## config.mk

```make
export PLATFORM = sky130hd
export DESIGN_NAME = fpd_mag
export DESIGN_NICKNAME = d
export VERILOG_FILES = /design/src/assert_macros.svh /design/src/fpd_pkg.sv /design/src/fpd_mag.sv
export SDC_FILE = /design/constraint.sdc
export NUM_CORES = 2
export LEC_CHECK = 0
export BUFFER_PORTS_ARGS = -buffer_cell sky130_fd_sc_hd__buf_2
export CORE_MARGIN = 1.5
export CORE_UTILIZATION = 45
export CTS_CLUSTER_SIZE = 10
export DETAILED_ROUTE_END_ITERATION = 12
export GPL_ROUTABILITY_DRIVEN = 0
export PLACE_DENSITY = 0.69
export RECOVER_POWER = 50
export SLEW_MARGIN = 20
export SYNTH_ARGS = -nofsm -noshare
export SYNTH_HDL_FRONTEND = slang
export SYNTH_SLANG_ARGS = --single-unit
```

## constraint.sdc

```tcl
create_clock -name clk -period 14.5 [get_ports clk]
set_clock_uncertainty 0.2 [all_clocks]
set_input_delay 2.175 -clock clk [delete_from_list [all_inputs] [get_ports clk]]
set_output_delay 2.175 -clock clk [all_outputs]
set_load 0.05 [all_outputs]
```

## src/assert_macros.svh

```systemverilog
// Assertion macros used by the top-level RTL
`ifndef ASSERT_MACROS_SVH
`define ASSERT_MACROS_SVH

// Same-cycle implication, disabled during reset
`define ASSERT_IMP(label, ck, rn, ante, cons) \
  label: assert property (@(posedge ck) disable iff (!rn) (ante) |-> (cons)) \
    else $error("same-cycle check failed");

// Next-cycle implication, disabled during reset
`define ASSERT_NXT(label, ck, rn, ante, cons) \
  label: assert property (@(posedge ck) disable iff (!rn) (ante) |=> (cons)) \
    else $error("next-cycle check failed");

`endif

```

## src/fpd_pkg.sv

```systemverilog
// Shared types, widths and the CORDIC arctangent table of the peak detector
package fpd_pkg;

  localparam int PART_W       = 27;
  localparam int TW_W         = 19;
  localparam int MAG_W        = 54;
  localparam int RATE_W       = 24;
  localparam int PEAK_W       = 10;
  localparam int FREQ_W       = 23;
  localparam int SIZE_W       = 11;
  localparam int CORDIC_STEPS = 30;
  localparam logic [RATE_W-1:0] RATE_RESET = 24'd48000;

  typedef logic signed [PART_W-1:0] part_t;

  typedef struct packed {
    part_t re;
    part_t im;
  } cplx_t;

  typedef struct packed {
    logic signed [TW_W-1:0] wr;
    logic signed [TW_W-1:0] wi;
  } twid_t;

  // arctangent of 2^-i in units of 2^-32 turn
  function automatic logic [29:0] atan_turn(input logic [4:0] idx);
    logic [29:0] v;
    case (idx)
      5'd0:  v = 30'd536870912;
      5'd1:  v = 30'd316933406;
      5'd2:  v = 30'd167458907;
      5'd3:  v = 30'd85004756;
      5'd4:  v = 30'd42667331;
      5'd5:  v = 30'd21354465;
      5'd6:  v = 30'd10679838;
      5'd7:  v = 30'd5340245;
      5'd8:  v = 30'd2670163;
      5'd9:  v = 30'd1335087;
      5'd10: v = 30'd667544;
      5'd11: v = 30'd333772;
      5'd12: v = 30'd166886;
      5'd13: v = 30'd83443;
      5'd14: v = 30'd41722;
      5'd15: v = 30'd20861;
      5'd16: v = 30'd10430;
      5'd17: v = 30'd5215;
      5'd18: v = 30'd2608;
      5'd19: v = 30'd1304;
      5'd20: v = 30'd652;
      5'd21: v = 30'd326;
      5'd22: v = 30'd163;
      5'd23: v = 30'd81;
      5'd24: v = 30'd41;
      5'd25: v = 30'd20;
      5'd26: v = 30'd10;
      5'd27: v = 30'd5;
      5'd28: v = 30'd3;
      5'd29: v = 30'd1;
      default: v = 30'd0;
    endcase
    return v;
  endfunction

endpackage

```

## src/fpd_mag.sv

```systemverilog
// Squared magnitude of one bin, two register stages
module fpd_mag (
  input  logic                      clk,
  input  fpd_pkg::cplx_t            d,
  output logic [fpd_pkg::MAG_W-1:0] mag
);
  import fpd_pkg::*;

  logic signed [MAG_W-1:0] rr_r, ii_r;
  logic [MAG_W-1:0]        mag_r;

  always_ff @(posedge clk) begin
    rr_r  <= MAG_W'(d.re) * MAG_W'(d.re);
    ii_r  <= MAG_W'(d.im) * MAG_W'(d.im);
    mag_r <= MAG_W'(rr_r) + MAG_W'(ii_r);
  end

  assign mag = mag_r;

endmodule

```

==> flow_summary.toml <==
[outcome]
outcome = "finished with violations"
violations = "max-capacitance violations, max-slew violations"

[clocking]
clkSinkCount = 160
clk_path_buf_depth = 3
hold_buffers = 0
numCtsBuffers = 25
clk_pin_slew_ns = 0.07
insertion_delay_ns = 0.48
cts-root-buf = "clkbuf_16"
cts_tree = "done"
htree_levels = 4
ctsResizeCount = 0
post_cts_buffers = 0

[place]
port_buffers = 108
place_inst = 7037
dpl.hpwl_mm = 103

[worst_setup_path]
path_max_fanout = 29
endpoint_kind = "register"
worstPathRequired_ns = 14.65
start_kind = "input port"
timing.critical_path.mode_cell = "fa_1"
r2r_slack_ns = 10.20
cpPeakStageDelay_ns = 1.25
slowest_stage = "clkbuf_1"
reg2reg_depth = 11
crit_type = "input port to register"
worstPathArrival_ns = 10.94

[floorplan]
die_w_microns = 346
die-area_sq_mm = 0.119
ios = 109
coreArea_sq_mm = 0.116
core.rowCount = 125
start_util = 0.454
die_h_microns = 346

[grt]
gr-total-overflow = 0
grt_max_degree = 37
grt_pass1_vias = 40000
antenna_found_initial = 2
grtUsageTotal = 0.216
grt_pass1_wl_mm = 204

[sta]
setup_tns_ns = 0
tightest_slew_ns = 1.76
final-setup-viol-count = 0
fin_crit_ns = 10.79
slew_headroom = -0.176
hold_violations = 0
slew_violations = 60
finalCritPeriodShare = 0.744
max_freq_mhz = 92.7
rsz0062_at_grt = "no"

[final_layout]
fin_cells = 7072
post-route-util = 0.476
area_delta_synth_final_pct = 4.92
nFillCells = 11000
post_route_cells_drive_above_1_share = 0.0225
nets = 7394

[drt]
wl_per_cell_microns = 17.3
drc = 0
via_count = 35400
vias_per_cell = 5.01
routed_wl_mm = 122
antenna_left = 0
dr.first_iter.drc_count = 1966
drt_first_pass_iters = 5

[yosys]
ys_ff_latch = 160
yosysWarnings = 0
synth-edff-count = 0
syn_area_per_cell_sq_um = 9.51
async_flop_share = 0
synth_top_flop_cell = "dfxtp_1"
synth_nets = 7408
synth_cells = 5554
ys_types = 71
synth_seq_area_share = 0.0606
synthesis.area_sq_mm = 0.0528

[job]
maxCapViolCount = 2

[hold_path]
hp-class = "register to register"
holdPathStages = 1
-- synth_stat cells, drive strengths merged, types with 7 or more instances --
cell,number,share of area
ha,400,0.095
a211oi,19,0.0032
and2,252,0.030
fa,1399,0.53
o31ai,7,0.0013
buf,7,0.00069
nor3,16,0.0015
a21o,69,0.0098
nand3,14,0.0013
a21oi,126,0.012
nor2b,19,0.0022
or2,7,0.00083
nand2,486,0.035
dfxtp,160,0.061
and3,11,0.0013
o21ai,74,0.0070
o21bai,19,0.0027
nand2b,22,0.0026
nand4,15,0.0018
nor2,168,0.012
o211ai,13,0.0018
inv,1788,0.13
xor2,63,0.010
a31oi,16,0.0019
clkbuf,152,0.011
xnor2,123,0.020
o21a,23,0.0033
-- metrics by stage --
stage / cell area [sq um] / hold slack, ns / worst slack, ns
after floorplan: 52800 / 0.220 / 4.96
after global placement: 54800 / 0.222 / 3.90
after detailed placement: 54800 / 0.244 / 3.70
after CTS: 55500 / 0.260 / 4.20
after global routing: 55400 / 0.288 / 3.15
final: 55400 / 0.249 / 3.71
-- routing by layer --
metal  track usage  up-vias  share of wire
li1              -    15900              -
met1         0.277    18300           0.40
met2         0.377     1015           0.50
met3        0.0320      221          0.062
met4        0.0670        2          0.035
met5             0        -        0.00012
-- registers in the layout, summed over array words and instances (netlist names) --
signal,flops
mag,54
rr_r,53
ii_r,53
-- cell type report --
class	instances	area, sq um	area share
Clock inverter	5	100	0.00181
Clock buffer	28	647	0.0117
Sequential cell	160	3200	0.0578
Antenna cell	2	5.00	0.0000903
Tap cell	1524	1910	0.0344
Timing Repair Buffer	118	546	0.00984
Inverter	1790	6720	0.121
Multi-Input combinational cell	3445	42300	0.763
-- kinds of logic after synthesis --
| kind of cell | after synthesis | share of synthesized area |
|---|---|---|
| buffers and inverters | 1949 | 0.139 |
| adders and majority gates | 1799 | 0.625 |
| and+or+nand+nor | 1032 | 0.0910 |
| AOI/OAI and AO/OA | 424 | 0.0534 |
| xor gates and xnor gates | 186 | 0.0308 |
| DFF | 160 | 0.0606 |
| muxes | 4 | 0.000829 |
-- path summary, 6_finish.rpt --
check,start,end
worst min register to register,ii_r[0],mag[0]
worst min-delay path,ii_r[0],mag[0]
worst max-delay path,d[27],rr_r[52]
worst max register to register,rr_r[4],mag[52]
-- worst max-delay path: cells and delay by family --
kind / cells / cell delay (ns)
adders and majority gates: 8 / 4.38
buffers and inverters: 7 / 2.08
AOI/OAI and AO/OA: 8 / 1.71
and+or+nand+nor: 2 / 0.43
xor gates and xnor gates: 1 / 0.16
-- cells in the final DEF, fill, tap and decap left out, drive strengths merged, types with 69 or more instances in the layout --
master / Yosys / routed
a21o: 69 / 69
a21oi: 126 / 126
and2: 252 / 252
clkbuf: 152 / 80
dfxtp: 160 / 160
fa: 1399 / 1399
ha: 400 / 400
inv: 1788 / 1788
nand2: 486 / 486
nor2: 168 / 168
o21ai: 74 / 74
xnor2: 123 / 123
Power is left out: the tool's default activity adds up to more than one toggle a clock period on the data nets, which glitch-free logic cannot reach.
