==> src/assert_macros.svh <==
// Assertion macros used by the top-level RTL
`ifndef ASSERT_MACROS_SVH
`define ASSERT_MACROS_SVH

// Same-cycle implication, disabled during reset
`define ASSERT_IMP(label, ck, rn, ante, cons) \
  label: assert property (@(posedge ck) disable iff (!rn) (ante) |-> (cons)) \
    else $error("same-cycle check failed");

// Next-cycle implication, disabled during reset
`define ASSERT_NXT(label, ck, rn, ante, cons) \
  label: assert property (@(posedge ck) disable iff (!rn) (ante) |=> (cons)) \
    else $error("next-cycle check failed");

`endif

==> src/fpd_pkg.sv <==
// Shared types, widths and the CORDIC arctangent table of the peak detector
package fpd_pkg;

  localparam int PART_W       = 27;
  localparam int TW_W         = 19;
  localparam int MAG_W        = 54;
  localparam int RATE_W       = 24;
  localparam int PEAK_W       = 10;
  localparam int FREQ_W       = 23;
  localparam int SIZE_W       = 11;
  localparam int CORDIC_STEPS = 30;
  localparam logic [RATE_W-1:0] RATE_RESET = 24'd48000;

  typedef logic signed [PART_W-1:0] part_t;

  typedef struct packed {
    part_t re;
    part_t im;
  } cplx_t;

  typedef struct packed {
    logic signed [TW_W-1:0] wr;
    logic signed [TW_W-1:0] wi;
  } twid_t;

  // arctangent of 2^-i in units of 2^-32 turn
  function automatic logic [29:0] atan_turn(input logic [4:0] idx);
    logic [29:0] v;
    case (idx)
      5'd0:  v = 30'd536870912;
      5'd1:  v = 30'd316933406;
      5'd2:  v = 30'd167458907;
      5'd3:  v = 30'd85004756;
      5'd4:  v = 30'd42667331;
      5'd5:  v = 30'd21354465;
      5'd6:  v = 30'd10679838;
      5'd7:  v = 30'd5340245;
      5'd8:  v = 30'd2670163;
      5'd9:  v = 30'd1335087;
      5'd10: v = 30'd667544;
      5'd11: v = 30'd333772;
      5'd12: v = 30'd166886;
      5'd13: v = 30'd83443;
      5'd14: v = 30'd41722;
      5'd15: v = 30'd20861;
      5'd16: v = 30'd10430;
      5'd17: v = 30'd5215;
      5'd18: v = 30'd2608;
      5'd19: v = 30'd1304;
      5'd20: v = 30'd652;
      5'd21: v = 30'd326;
      5'd22: v = 30'd163;
      5'd23: v = 30'd81;
      5'd24: v = 30'd41;
      5'd25: v = 30'd20;
      5'd26: v = 30'd10;
      5'd27: v = 30'd5;
      5'd28: v = 30'd3;
      5'd29: v = 30'd1;
      default: v = 30'd0;
    endcase
    return v;
  endfunction

endpackage

==> src/fpd_cordic.sv <==
// Iterative rotation-mode CORDIC producing one Q1.17 twiddle, one step per cycle
module fpd_cordic (
  input  logic          clk,
  input  logic          rst_n,
  input  logic          start,
  input  logic [31:0]   phase,
  output logic          done,
  output fpd_pkg::twid_t tw
);
  import fpd_pkg::*;

  localparam logic signed [33:0] START_GAIN = 34'sd652032874;
  localparam logic [4:0]         LAST_STEP  = 5'(CORDIC_STEPS - 1);

  logic                run_r;
  logic                done_r;
  logic [4:0]          step_r;
  logic [1:0]          quad_r;
  logic signed [33:0]  cx_r, cy_r, z_r;
  logic signed [33:0]  dx, dy, at;
  logic signed [TW_W-1:0] c, s, cf, sf;

  function automatic logic signed [TW_W-1:0] to_q17(input logic signed [33:0] v);
    logic signed [33:0] r;
    r = (v + 34'sd4096) >>> 13;
    if (r < 0) begin
      r = '0;
    end else if (r > 34'sd131072) begin
      r = 34'sd131072;
    end
    return TW_W'(r);
  endfunction

  assign dx = cy_r >>> step_r;
  assign dy = cx_r >>> step_r;
  assign at = 34'(atan_turn(step_r));

  always_ff @(posedge clk) begin
    if (!rst_n) begin
      run_r  <= 1'b0;
      done_r <= 1'b0;
      step_r <= '0;
    end else begin
      done_r <= 1'b0;
      if (start) begin
        run_r  <= 1'b1;
        step_r <= '0;
      end else if (run_r) begin
        step_r <= step_r + 5'd1;
        if (step_r == LAST_STEP) begin
          run_r  <= 1'b0;
          done_r <= 1'b1;
        end
      end
    end
  end

  always_ff @(posedge clk) begin
    if (start) begin
      cx_r   <= START_GAIN;
      cy_r   <= '0;
      z_r    <= 34'({4'b0, phase[29:0]});
      quad_r <= phase[31:30];
    end else if (run_r) begin
      if (z_r >= 0) begin
        cx_r <= cx_r - dx;
        cy_r <= cy_r + dy;
        z_r  <= z_r - at;
      end else begin
        cx_r <= cx_r + dx;
        cy_r <= cy_r - dy;
        z_r  <= z_r + at;
      end
    end
  end

  assign c = to_q17(cx_r);
  assign s = to_q17(cy_r);

  // quadrant symmetry
  always_comb begin
    case (quad_r)
      2'd0:    begin cf = c;  sf = s;  end
      2'd1:    begin cf = -s; sf = c;  end
      2'd2:    begin cf = -c; sf = -s; end
      default: begin cf = s;  sf = -c; end
    endcase
  end

  assign tw.wr = cf;
  assign tw.wi = -sf;
  assign done  = done_r;

endmodule

==> config.mk <==
export PLATFORM = sky130hd
export DESIGN_NAME = fpd_cordic
export DESIGN_NICKNAME = d
export VERILOG_FILES = /design/src/assert_macros.svh /design/src/fpd_pkg.sv /design/src/fpd_cordic.sv
export SDC_FILE = /design/constraint.sdc
export NUM_CORES = 1
export LEC_CHECK = 0
export BUFFER_PORTS_ARGS = -buffer_cell sky130_fd_sc_hd__buf_2
export CAP_MARGIN = 10
export CORE_ASPECT_RATIO = 0.9
export CORE_MARGIN = 3
export CORE_UTILIZATION = 30
export CTS_CLUSTER_DIAMETER = 100
export DETAILED_ROUTE_END_ITERATION = 8
export GPL_TIMING_DRIVEN = 0
export PLACE_DENSITY = 0.53
export SLEW_MARGIN = 20
export SYNTH_ARGS = -nofsm -noshare
export SYNTH_HDL_FRONTEND = slang
export SYNTH_SLANG_ARGS = --single-unit
==> constraint.sdc <==
create_clock -name clk -period 17.19 [get_ports clk]
set_input_delay 0.8595 -clock clk [delete_from_list [all_inputs] [get_ports clk]]
set_output_delay 0.8595 -clock clk [all_outputs]
set_load 0.05 [all_outputs]
==> results.py <==
metrics = {
    "critical_path": {
        "critPathArrivalTime_ns": 7.69,
        "crit_fanout": 11,
        "required_ns": 16.33,
        "cpMostUsedCell": "buf_2",
        "cp_cell_sequence": "ha_1 > buf_2 > and4_1 > buf_2 > and4_1 > clkbuf_1 > nor4b_1 > mux2i_1 > a21oi_1 > nor2_1 > buf_2 > nor2_1 > inv_1 > ha_1 > clkbuf_1 > buf_1 > a31oi_1 > a21oi_1 > o211ai_1 > nor4b_1 > nand3b_1 > nor4b_2 > xor2_1 > buf_2",
        "critical_path.top_delay_family": "simple AND/OR/NAND/NOR gates",
        "critPathLaunchType": "flip-flop",
        "crit_slowest_cell": "dfxtp_1",
        "critPathMaxStageDelay_ns": 0.71,
        "critPathBufInv": 8,
        "reg2reg_slack_ns": 8.74,
        "endpoint_kind": "output pin",
        "crit_type": "reg2out",
    },
    "timing": {
        "clock_skew_ns": 0.0214,
        "setup_viol": 0,
        "fmax_ghz": 0.117,
        "min_period_ns": 8.55,
        "rsz0062_at_grt": "no",
        "hold_violations": 0,
        "final_max_slew_viol_count": 0,
        "fin_setup_tns_ns": 0,
        "tightest_slew_ns": 1.14,
        "fin_crit_sh": 0.498,
        "max_slew_margin": 0.238,
    },
    "synthesis": {
        "syn_inst": 2621,
        "synthTopCellsByCount": "nand2_1 (276), nor2_1 (235), o21ai_0 (187), a21oi_1 (170), xnor2_1 (147)",
        "yosys_warnings": 0,
        "synthMuxAreaShare": 0.149,
        "synth_area_um2": 20500,
        "synth-seq-cells": 141,
        "seq_area_frac_synth": 0.154,
        "synth_simple_gate_area_share": 0.216,
        "synth_fa_ha_area_frac": 0.0739,
        "yosys_most_used_dff": "dfxtp_1",
        "synth_most_common_cell": "nand2_1",
        "async_reset_ff_frac": 0,
        "synth-compound-area-share": 0.249,
        "synth.top_cell.area_share": 0.107,
        "synth.largest_area_cell": "dfxtp_1",
        "synth_top_family_by_area": "compound AO/OA/AOI/OAI gates",
        "synth.net_count": 2775,
        "ys_top_cells_by_area": "dfxtp_1 (11%), mux4_2 (8.4%), ha_1 (7.1%), xnor2_1 (6.3%), nand2_1 (5.1%)",
        "synth_xor_area_frac": 0.109,
        "syn_area_per_cell_um2": 7.80,
        "synth-edff-count": 32,
        "synthDistinctLibCells": 110,
    },
    "clocking": {
        "cts_root_buffer": "clkbuf_16",
        "ctsHoldBuffers": 0,
        "path_clk_slew_ns": 0.07,
        "htreeDepth": 4,
        "clockBufferDepth": 2,
        "cts_resized": 0,
        "cts_tree": "done",
        "post_cts_buffers": 0,
        "clk_latency_ns": 0.50,
        "cts.sinks": 141,
        "cts_made_buffers": 17,
    },
    "drt": {
        "drt_pass1_iterations": 6,
        "drc": 0,
        "dr_total_vias": 21900,
        "drtIter0Drc": 2691,
        "drt-total-wl_um": 90700,
        "route.antenna.remaining_nets": 0,
        "routedWlPerCell_um": 25.2,
        "vias_per_cell": 6.09,
    },
    "layout": {
        "final_area_um2": 22500,
        "syn2layout_area_growth_pct": 10.1,
        "fillCellCount": 7173,
        "diodes": 0,
        "final_layout_size_suffix_gt1_frac": 0.118,
        "utilization": 0.335,
        "nNetsFinal": 2868,
    },
    "global_routing": {
        "grtUsageTotal": 0.250,
        "antenna_found_initial": 1,
        "grt_pass1_wl_um": 134000,
        "grt.overflow.total": 0,
        "grt_max_degree": 31,
        "grt_pass1_vias": 20100,
    },
    "floorplan": {
        "start_util": 0.304,
        "fp.dieW_um": 281,
        "rows": 90,
        "pin_count": 74,
        "die_h_um": 254,
        "die-area_um2": 71400,
        "core-area_um2": 67200,
    },
    "place": {
        "io_buffer_count": 73,
        "gp_congestion": 1.01,
        "dpl_cell_area_um2": 21900,
        "dp_hpwl_um": 71100,
    },
    "power": {
        "max-vdd-ir-drop_mv": 0.213,
        "power_per_cell_area_nw_per_um2": 232,
        "leakagePower_nw": 8.64,
    },
    "run": {
        "cap_viol_max_count": 0,
    },
    "hold_path": {
        "hold_path_class": "reg2reg",
    },
    "outcome": {
        "outcome": "finished, final reports clean",
    },
}
state kept, by name, summed over array words and instances, names as in the netlist:
| name | flops |
|---|---|
| cx_r | 34 |
| at | 30 |
| quad_r | 2 |
| done | 1 |
| cy_r | 34 |
| run_r | 1 |
| step_r | 5 |
| z_r | 34 |
report_power, final:
group          switching (mW)  internal, mW
clock network           0.183         0.204
logic                    2.66          1.57
registers               0.140         0.458
total                    2.99          2.23
worst paths after layout:
path,startpoint,endpoint,cells past startpoint
max,cy_r[12],tw[17],24
min reg2reg,z_r[31],z_r[31],1
min,z_r[31],z_r[31],1
max reg2reg,step_r[4],cy_r[33],25
cell usage in the layout, fill, tap and decap left out, drive strengths merged, types with 69 or more instances in the layout:
cell,n
a21oi,171
ha,116
o21ai,195
nor2,236
buf,143
clkbuf,118
mux4,80
mux2i,82
xnor2,147
xor2,108
dfxtp,109
inv,69
nand2,278
cell type report:
class | instances | area (µm²) | share of cell area
Inverter | 67 | 251 | 0.0112
Multi-Input combinational cell | 2243 | 16300 | 0.724
Tap cell | 874 | 1090 | 0.0485
Timing Repair Buffer | 74 | 385 | 0.0171
Buffer | 170 | 772 | 0.0343
Sequential cell | 141 | 3140 | 0.140
Clock buffer | 17 | 425 | 0.0189
Clock inverter | 15 | 154 | 0.00683
kinds of logic (layout without fill, tap and decap cells):
logic type / after synthesis / count (layout)
XOR/XNOR: 255 / 255
buffers and inverters: 237 / 343
adder cells (fa/ha/maj): 119 / 119
AND/OR/NAND/NOR: 902 / 902
AO/OA/AOI/OAI: 769 / 769
multiplexers: 198 / 198
flip-flops: 141 / 141
per-stage QoR:
stage / setup slack [ns] / hold WS, ns / total power [mW] / instances
2_1_floorplan: 10.83 / 0.448 / 3.67 / 2621
3_3_place_gp: 8.94 / 0.464 / 4.73 / 3568
3_5_place_dp: 9.01 / 0.469 / 4.72 / 3569
4_1_cts: 8.87 / 0.486 / 5.14 / 3601
5_1_grt: 8.16 / 0.520 / 5.62 / 3601
6_report: 8.64 / 0.484 / 5.22 / 3601
metal layers:
layer / vias up / wire length, µm / GRT usage
met3: 127 / 9080 / 0.0620
met5: - / 0 / 0
met2: 1018 / 36600 / 0.351
met1: 10800 / 42700 / 0.372
met4: 0 / 2340 / 0.0765
li1: 10000 / - / -
Note: power is estimated with default switching activity, not from simulation.
